File: src/sv/rational_arithmetic_reduce_macros.svh
// Assertion macros shared by the rational arithmetic reduce RTL.
// No dependencies; included by files that carry concurrent assertions.
`ifndef RATIONAL_ARITHMETIC_REDUCE_MACROS_SVH
`define RATIONAL_ARITHMETIC_REDUCE_MACROS_SVH
`ifndef ASSERT_OFF
`define ASSERT_IMPLIES(label, clk, rst_n, a, b) \
  label: assert property (@(posedge clk) disable iff (!rst_n) (a) |-> (b)) \
    else $error("assertion failed: implication");
`define ASSERT_NEVER(label, clk, rst_n, a) \
  label: assert property (@(posedge clk) disable iff (!rst_n) !(a)) \
    else $error("assertion failed: forbidden condition");
`else
`define ASSERT_IMPLIES(label, clk, rst_n, a, b)
`define ASSERT_NEVER(label, clk, rst_n, a)
`endif
`endif

File: src/sv/rar_pkg.sv
// Shared types and widths for the rational arithmetic reduce block.
// No dependencies; imported by every module of the block.
package rar_pkg;
  localparam int OPW = 16;                  // numerator width
  localparam int DW  = OPW - 1;             // denominator width
  localparam int IW  = 2 * OPW;             // signed cross product width
  localparam int MW  = 2 * OPW - 1;         // magnitude width
  localparam int KW  = $clog2(MW + 1);      // shift and bit counters
  localparam int XW  = (IW > 32) ? IW : 32; // output extension width

  typedef enum logic [1:0] {
    KIND_ADD = 2'd0,
    KIND_SUB = 2'd1,
    KIND_MUL = 2'd2,
    KIND_DIV = 2'd3
  } kind_t;

  typedef enum logic [1:0] {
    ST_OK       = 2'd0,
    ST_ZERO_DEN = 2'd1,
    ST_DIV_ZERO = 2'd2
  } status_t;

  typedef struct packed {
    kind_t                  kind;
    logic signed [OPW-1:0]  num_a;
    logic        [DW-1:0]   den_a;
    logic signed [OPW-1:0]  num_b;
    logic        [DW-1:0]   den_b;
  } in_word_t;

  typedef struct packed {
    logic signed [31:0] res_num;
    logic        [30:0] res_den;
    status_t            status;
  } out_word_t;

  // One classified job handed from the front to the back.
  typedef struct packed {
    status_t           status;
    logic              trivial;  // result is 0/1 without reduction
    logic              neg;
    logic [MW-1:0]     mag;
    logic [MW-1:0]     den;
  } job_t;
endpackage

File: src/sv/rar_front.sv
// Front end: accepts a word, forms the cross products on one multiplier
// and classifies the job. Depends on rar_pkg.
module rar_front (
  input  logic              clk,
  input  logic              rst_n,
  input  logic              in_push,
  output logic              in_full,
  input  rar_pkg::in_word_t in_word,
  input  logic              q_full,
  output logic              q_push,
  output rar_pkg::job_t     q_job
);
  import rar_pkg::*;

  typedef enum logic [2:0] {
    F_IDLE = 3'b001,
    F_MUL  = 3'b010,
    F_PUSH = 3'b100
  } fstate_t;

  fstate_t state_r, state_nxt;
  in_word_t item_r;
  logic [1:0] mcnt_r, mcnt_nxt;
  logic signed [IW-1:0] p_r [3];
  logic signed [OPW:0] ma, mb;
  logic signed [2*OPW+1:0] prod;
  logic signed [OPW:0] ena, enb, eda, edb;
  logic signed [IW-1:0] nsum;
  logic [IW-1:0] nabs, dabs;

  assign ena = {item_r.num_a[OPW-1], item_r.num_a};
  assign enb = {item_r.num_b[OPW-1], item_r.num_b};
  assign eda = $signed({2'b00, item_r.den_a});
  assign edb = $signed({2'b00, item_r.den_b});

  always_comb begin
    case (mcnt_r)
      2'd0: begin
        ma = ena;
        mb = (item_r.kind == KIND_MUL) ? enb : edb;
      end
      2'd1: begin
        ma = enb;
        mb = eda;
      end
      default: begin
        ma = eda;
        mb = (item_r.kind == KIND_DIV) ? enb : edb;
      end
    endcase
  end
  assign prod = ma * mb;

  always_comb begin
    state_nxt = state_r;
    mcnt_nxt  = mcnt_r;
    q_push    = 1'b0;
    case (state_r)
      F_IDLE: begin
        if (in_push) begin
          state_nxt = F_MUL;
          mcnt_nxt  = 2'd0;
        end
      end
      F_MUL: begin
        mcnt_nxt = mcnt_r + 2'd1;
        if (mcnt_r == 2'd2) begin
          state_nxt = F_PUSH;
        end
      end
      F_PUSH: begin
        if (!q_full) begin
          q_push    = 1'b1;
          state_nxt = F_IDLE;
        end
      end
      default: state_nxt = F_IDLE;
    endcase
  end

  assign in_full = (state_r != F_IDLE);

  always_ff @(posedge clk) begin
    if (!rst_n) begin
      state_r <= F_IDLE;
      mcnt_r  <= 2'd0;
    end else begin
      state_r <= state_nxt;
      mcnt_r  <= mcnt_nxt;
    end
    if (state_r == F_IDLE && in_push) begin
      item_r <= in_word;
    end
    if (state_r == F_MUL) begin
      p_r[mcnt_r] <= prod[IW-1:0];
    end
  end

  always_comb begin
    case (item_r.kind)
      KIND_ADD: nsum = p_r[0] + p_r[1];
      KIND_SUB: nsum = p_r[0] - p_r[1];
      default:  nsum = p_r[0];
    endcase
    nabs = nsum[IW-1] ? (~nsum + 1'b1) : nsum;
    dabs = p_r[2][IW-1] ? (~p_r[2] + 1'b1) : p_r[2];
    q_job.neg = nsum[IW-1] ^ p_r[2][IW-1];
    q_job.mag = nabs[MW-1:0];
    q_job.den = dabs[MW-1:0];
    if (item_r.den_a == '0 || item_r.den_b == '0) begin
      q_job.status = ST_ZERO_DEN;
    end else if (item_r.kind == KIND_DIV && item_r.num_b == '0) begin
      q_job.status = ST_DIV_ZERO;
    end else begin
      q_job.status = ST_OK;
    end
    q_job.trivial = (q_job.status != ST_OK) || (nsum == '0);
  end
endmodule

File: src/sv/rar_queue.sv
// Two-entry job queue between front and back end.
// Depends on rar_pkg.
module rar_queue (
  input  logic            clk,
  input  logic            rst_n,
  input  logic            push,
  input  rar_pkg::job_t   wr_job,
  output logic            full,
  input  logic            pop,
  output logic            empty,
  output rar_pkg::job_t   rd_job
);
  import rar_pkg::*;

  job_t ent_r [2];
  logic wr_ptr_r, rd_ptr_r;
  logic [1:0] cnt_r;

  assign full   = (cnt_r == 2'd2);
  assign empty  = (cnt_r == 2'd0);
  assign rd_job = ent_r[rd_ptr_r];

  always_ff @(posedge clk) begin
    if (!rst_n) begin
      wr_ptr_r <= 1'b0;
      rd_ptr_r <= 1'b0;
      cnt_r    <= 2'd0;
    end else begin
      if (push && !full) begin
        wr_ptr_r <= ~wr_ptr_r;
      end
      if (pop && !empty) begin
        rd_ptr_r <= ~rd_ptr_r;
      end
      cnt_r <= cnt_r + {1'b0, push && !full} - {1'b0, pop && !empty};
    end
    if (push && !full) begin
      ent_r[wr_ptr_r] <= wr_job;
    end
  end
endmodule

File: src/sv/rar_back.sv
// Back end: binary greatest common divisor, then two restoring
// divisions in parallel, and the result register. Depends on rar_pkg.
module rar_back (
  input  logic               clk,
  input  logic               rst_n,
  input  logic               q_empty,
  output logic               q_pop,
  input  rar_pkg::job_t      q_job,
  output logic               out_empty,
  input  logic               out_pop,
  output rar_pkg::out_word_t out_word
);
  import rar_pkg::*;

  typedef enum logic [3:0] {
    B_IDLE = 4'b0001,
    B_GCD  = 4'b0010,
    B_DIV  = 4'b0100,
    B_OUT  = 4'b1000
  } bstate_t;

  bstate_t state_r;
  status_t st_r;
  logic neg_r;
  logic [MW-1:0] u_r, v_r, g_r, qn_r, qd_r;
  logic [MW:0] rn_r, rd_r;
  logic [KW-1:0] k_r, cnt_r;
  logic [MW:0] tn, td;
  logic bn, bd;
  logic res_valid_r;
  out_word_t res_r;
  logic [XW-1:0] qe, qs;

  assign q_pop = (state_r == B_IDLE) && !q_empty;

  assign tn = {rn_r[MW-1:0], qn_r[MW-1]};
  assign td = {rd_r[MW-1:0], qd_r[MW-1]};
  assign bn = (tn >= {1'b0, g_r});
  assign bd = (td >= {1'b0, g_r});

  assign qe = XW'(qn_r);
  assign qs = neg_r ? (~qe + 1'b1) : qe;

  always_ff @(posedge clk) begin
    if (!rst_n) begin
      state_r     <= B_IDLE;
      res_valid_r <= 1'b0;
    end else begin
      if (out_pop && res_valid_r) begin
        res_valid_r <= 1'b0;
      end
      case (state_r)
        B_IDLE: begin
          if (!q_empty) begin
            state_r <= q_job.trivial ? B_OUT : B_GCD;
          end
        end
        B_GCD: begin
          if (u_r == v_r) begin
            state_r <= B_DIV;
          end
        end
        B_DIV: begin
          if (cnt_r == '0) begin
            state_r <= B_OUT;
          end
        end
        B_OUT: begin
          if (!res_valid_r) begin
            res_valid_r <= 1'b1;
            state_r     <= B_IDLE;
          end
        end
        default: state_r <= B_IDLE;
      endcase
    end

    case (state_r)
      B_IDLE: begin
        st_r  <= q_job.status;
        neg_r <= q_job.neg && !q_job.trivial;
        u_r   <= q_job.mag;
        v_r   <= q_job.den;
        qn_r  <= q_job.trivial ? '0 : q_job.mag;
        qd_r  <= q_job.trivial ? MW'(1) : q_job.den;
        k_r   <= '0;
      end
      B_GCD: begin
        if (u_r == v_r) begin
          g_r   <= u_r << k_r;
          rn_r  <= '0;
          rd_r  <= '0;
          cnt_r <= KW'(MW - 1);
        end else if (!u_r[0] && !v_r[0]) begin
          u_r <= u_r >> 1;
          v_r <= v_r >> 1;
          k_r <= k_r + 1'b1;
        end else if (!u_r[0]) begin
          u_r <= u_r >> 1;
        end else if (!v_r[0]) begin
          v_r <= v_r >> 1;
        end else if (u_r > v_r) begin
          u_r <= u_r - v_r;
        end else begin
          v_r <= v_r - u_r;
        end
      end
      B_DIV: begin
        rn_r  <= bn ? (tn - {1'b0, g_r}) : tn;
        rd_r  <= bd ? (td - {1'b0, g_r}) : td;
        qn_r  <= {qn_r[MW-2:0], bn};
        qd_r  <= {qd_r[MW-2:0], bd};
        cnt_r <= cnt_r - 1'b1;
      end
      B_OUT: begin
        if (!res_valid_r) begin
          res_r.res_num <= $signed(qs[31:0]);
          res_r.res_den <= 31'(XW'(qd_r));
          res_r.status  <= st_r;
        end
      end
      default: ;
    endcase
  end

  assign out_empty = !res_valid_r;
  assign out_word  = res_r;
endmodule

File: src/sv/rational_arithmetic_reduce.sv
// Top level of the rational arithmetic reduce block.
// Depends on rar_pkg, rar_front, rar_queue, rar_back and the macro header.
//
// Usage: write a word (operation and two fractions) with in_push while
// in_full is low. Each word gives exactly one result word, in order, on
// out_word while out_empty is low; take it with out_pop.
// The front end holds one word through capture, three products on a
// single multiplier, then classification into a two-entry queue.
// The back end reduces one job at a time. The binary divisor search takes
// one step per cycle, followed by two parallel restoring divisions and
// the load of the result register. Error cases and zero results skip the
// reduction and go straight to the result register.
// Sustained throughput is set by the back end's search and division loop.
// When the receiver stalls, the result register holds its word, the back
// end waits with the next result, the queue fills, and then in_full rises.
// Reset (synchronous, rst_n low) empties the queue and the result register
// and returns both ends to idle; there is no other state.
`include "rational_arithmetic_reduce_macros.svh"
module rational_arithmetic_reduce (
  input  logic               clk,
  input  logic               rst_n,
  input  logic               in_push,
  output logic               in_full,
  input  rar_pkg::in_word_t  in_word,
  output logic               out_empty,
  input  logic               out_pop,
  output rar_pkg::out_word_t out_word
);
  import rar_pkg::*;

  logic   q_push, q_pop, q_full, q_empty;
  job_t   wr_job, rd_job;

  // The front end classifies and the queue lets it run ahead of the back.
  rar_front u_front (
    .clk     (clk),
    .rst_n   (rst_n),
    .in_push (in_push),
    .in_full (in_full),
    .in_word (in_word),
    .q_full  (q_full),
    .q_push  (q_push),
    .q_job   (wr_job)
  );

  rar_queue u_queue (
    .clk    (clk),
    .rst_n  (rst_n),
    .push   (q_push),
    .wr_job (wr_job),
    .full   (q_full),
    .pop    (q_pop),
    .empty  (q_empty),
    .rd_job (rd_job)
  );

  rar_back u_back (
    .clk       (clk),
    .rst_n     (rst_n),
    .q_empty   (q_empty),
    .q_pop     (q_pop),
    .q_job     (rd_job),
    .out_empty (out_empty),
    .out_pop   (out_pop),
    .out_word  (out_word)
  );

  // A visible result never has a zero denominator.
  `ASSERT_NEVER(a_den_nonzero, clk, rst_n, !out_empty && out_word.res_den == '0)
  // An error status always comes with the result 0/1.
  `ASSERT_IMPLIES(a_err_zero, clk, rst_n, !out_empty && out_word.status != ST_OK, out_word.res_num == '0 && out_word.res_den == 31'd1)
  // The front end only pushes into a queue with room.
  `ASSERT_IMPLIES(a_no_overflow, clk, rst_n, q_push, !q_full)
  // The back end only pops a queue that holds a job.
  `ASSERT_IMPLIES(a_no_underflow, clk, rst_n, q_pop, !q_empty)
endmodule
File: config.mk
export PLATFORM = sky130hd
export DESIGN_NAME = rational_arithmetic_reduce
export DESIGN_NICKNAME = d
export VERILOG_FILES = /design/src/sv/rar_pkg.sv /design/src/sv/rar_front.sv /design/src/sv/rar_queue.sv /design/src/sv/rar_back.sv /design/src/sv/rational_arithmetic_reduce.sv
export VERILOG_INCLUDE_DIRS = /design/src /design/src/sv
export SDC_FILE = /design/constraint.sdc
export NUM_CORES = 2
export LEC_CHECK = 0
export ABC_AREA = 1
export BUFFER_PORTS_ARGS = -buffer_cell sky130_fd_sc_hd__buf_2
export CORE_ASPECT_RATIO = 0.8
export CORE_MARGIN = 2
export CORE_UTILIZATION = 25
export DETAILED_ROUTE_END_ITERATION = 8
export PLACE_DENSITY = 0.44
export SLEW_MARGIN = 25
export SYNTH_ARGS = -nofsm -noshare
export SYNTH_HDL_FRONTEND = slang
export SYNTH_HIERARCHICAL = 1
export SYNTH_SLANG_ARGS = --single-unit
File: constraint.sdc
create_clock -name clk -period 8.8 [get_ports clk]
set_clock_uncertainty 0.05 [all_clocks]
set_input_delay 0.44 -clock clk [delete_from_list [all_inputs] [get_ports clk]]
set_output_delay 0.44 -clock clk [all_outputs]
set_load 0.02 [all_outputs]
==> flow_summary_export.csv <==
group,metric,value,unit
detailed_routing,drt-wirelength-per-cell,19.5,µm
floorplan,dieArea,203000,µm²
setup_path,critPathRequiredTime,9.21,ns
global_route,grt_first_pass_wirelength,261000,µm
global_route,gr-usage-met2,25.5,%
yosys,seq_area_frac_synth,35.9,%
clock_network,path_clk_slew,0.06,ns
floorplan,die_w,504,µm
yosys,synthTopCellsByArea,"edfxtp_1 35%, nand2_1 11%, fa_1 11%",
global_route,grt_overflow_total,0,
sta,hold_viol,0,
yosys,synth.distinct_cells,63,
placed_design,portBuffers,134,
detailed_routing,route.detailed.drc,0,
setup_path,critPathLaunchType,"register",
sta,clock.fmax,125,MHz
detailed_routing,via_per_inst,4.59,
sta,rsz0062_at_grt,"false",
detailed_routing,dr.pass1.iters,9,
floorplan,ioPinCount,135,
global_route,grt_use_met3,2.17,%
floorplan,coreArea,198000,µm²
yosys,synth_edf_count,587,
yosys,synthArstFlopShare,0,%
clock_network,clk_latency,0.68,ns
sta,worstMarginPinSlew,1.18,ns
setup_path,crit_fanout,17,
global_route,antenna_found_initial,1,
sta,final.setup.tns,0,ns
floorplan,die_h,404,µm
clock_network,clk_path_buf_depth,3,
run,max_cap_violations,0,
run_status,outcome,"complete, no violations",
clock_network,htreeDepth,3,
yosys,syn_avg_cell_area,8.19,µm²
detailed_routing,drt_iter0_drc,3390,
sta,slew_violations,0,
clock_network,tritoncts,"yes",
setup_path,cp.arrival,8.42,ns
sta,fin_crit_sh,91.0,%
setup_path,crit_type,"reg2reg",
yosys,syn_area,50000,µm²
sta,max-slew-margin-rel,21.3,%
global_route,grt_pass1_vias,39900,
sta,setup_violations,0,
global_route,top_usage_layer,"met2",
layout,nets,6858,
yosys,syn_nets,6698,
setup_path,endpoint_kind,"register",
hold_path,hp-class,"in2reg",
layout,drive_gt1_share,9.21,%
floorplan,row_count,146,
detailed_routing,ant_nets,0,
placed_design,dp.final_hpwl,141000,µm
layout,layout_common_cells,"1499 x nand2_1, 988 x inv_1, 688 x nor2_1",
yosys,synth-seq-cells,602,
clock_network,cts_sinks,602,
layout,area_growth,13.9,%
floorplan,floorplan.initialDensity,25.2,%
global_route,met1_usage,25.5,%
yosys,synth_cells,6100,
clock_network,post_cts_buffers,0,
global_route,grt_max_degree,69,
clock_network,cts_made_buffers,74,
yosys,synth_warnings,6,
global_route,track_usage,16.9,%
clock_network,cts_root_buf,"clkbuf_16",
layout,n_antenna_cell,0,
yosys,synth_top_area_share,35.3,%
yosys,synth_ff_type,"edfxtp_1",
placed_design,gp_congestion,0.950,
detailed_routing,vias,41200,
yosys,synth_area_leader_cell,"edfxtp_1",
sta,fin_crit,8.01,ns
detailed_routing,drt_wl_total,175000,µm
layout,final_common_cell,"nand2_1",
==> cell families after synthesis <==
group                      after synthesis  share of synthesized area (%)
AOI/OAI and AO/OA                      770                           8.82
buffers and inverters                 1191                           9.42
muxes                                   79                           2.05
adders and majority gates              530                           17.5
xor gates and xnor gates               207                           3.63
DFF                                    602                           35.9
and+or+nand+nor                       2721                           22.7
==> synthesized netlist by cell type, types with 15 or more instances <==
cell,n
mux2_2,26
clkbuf_1,92
o21ai_0,304
nor3_1,29
a21oi_1,262
xor2_1,150
nor4_1,16
o21ai_2,20
inv_2,24
nand3b_1,20
dfxtp_1,15
mux2_4,40
nor2_1,697
a31oi_1,27
edfxtp_1,587
ha_1,250
buf_2,40
nand2_1,1502
inv_1,989
nand4_1,60
nand2_2,46
nand3_1,261
nor2_2,27
xnor2_1,57
fa_1,280
a22o_1,30
a21oi_2,21
o211ai_1,30
or2_2,23
o21ai_1,15
==> flip-flops by register name, indices dropped and copies added, names as in the netlist, 15 cells and up, named ones only <==
| name | cells |
|---|---|
| u_back/g_r | 31 |
| u_back/out_word | 65 |
| u_back/qd_r | 31 |
| u_back/qn_r | 31 |
| u_back/rd_r | 31 |
| u_back/rn_r | 31 |
| u_back/u_r | 31 |
| u_back/v_r | 31 |
| u_front/eda | 15 |
| u_front/edb | 15 |
| u_front/ena | 16 |
| u_front/enb | 16 |
| u_front/p_r | 96 |
| u_queue/ent_r | 132 |
==> critical path: stages (launching register included) <==
cell	delay, ns
dfxtp_1	0.33
inv_1	0.09
ha_1	0.23
inv_1	0.44
o21ai_0	0.18
a31oi_1	0.77
inv_1	0.28
nand2_1	0.20
fa_1	0.28
inv_1	0.08
fa_1	0.92
inv_1	0.33
fa_1	0.55
inv_1	0.05
fa_1	0.55
fa_1	0.42
ha_1	0.39
nand2_1	0.10
inv_1	0.08
nand3_1	0.10
nor3_1	0.22
nand4_1	0.12
nand3_1	0.18
nand3_1	0.10
nand2_1	0.11
a31oi_1	0.13
o21ai_0	0.21
xor2_1	0.28
==> what timing repair did <==
item,in CTS,in global routing
resized for setup,0,2
hold endpoints to repair,65,0
endpoints found under the setup margin,0,9
hold buffers,65,0
==> through the flow <==
step | hold WS [ns] | utilization [%] | instance area, µm² | worst slack (ns) | cells
finish | 0.0715 | 28.7 | 56900 | 0.788 | 8984
detailed placement | 0.385 | 27.1 | 53600 | 0.475 | 8781
global route | 0.0713 | 28.7 | 56900 | 0.191 | 8984
CTS | 0.0178 | 28.7 | 56900 | 0.409 | 8982
global placement | 0.392 | 27.0 | 53600 | 0.477 | 8780
floorplan | 0.350 | - | 50000 | 2.04 | 6100
==> routing by layer <==
metal	vias up	share of wire, %
met5	-	0
met4	0	2.0
met3	162	5.2
met2	1083	42
met1	20100	50
li1	19900	-
==> path summary, 6_finish.rpt <==
kind         slack (ns)                      startpoint  depth (start not counted)                        endpoint
max                0.79  u_front/mcnt_r[0]$_SDFFE_PN0P_                         27    u_front/p_r[0][31]$_DFFE_PP_
min reg2reg        0.40        u_back/qn_r[0]$_DFFE_PP_                          0   u_back/out_word[33]$_DFFE_PP_
max reg2reg        0.79  u_front/mcnt_r[0]$_SDFFE_PN0P_                         27    u_front/p_r[0][31]$_DFFE_PP_
min                0.07                           rst_n                          2  u_back/state_r[0]$_SDFFE_PN1P_
==> cell type report <==
| class | count | area (µm²) |
|---|---|---|
| clock inverter | 45 | 602 |
| sequential | 602 | 17900 |
| tap | 2664 | 3330 |
| fill | 21300 | 141000 |
| inverter | 1021 | 3830 |
| timing repair buffer | 254 | 1790 |
| multi-input combinational | 4307 | 27500 |
| clock buffer | 91 | 1980 |
Power is not shown: default switching activity piles up to over one toggle a cycle in this logic, so the estimate is an artifact.
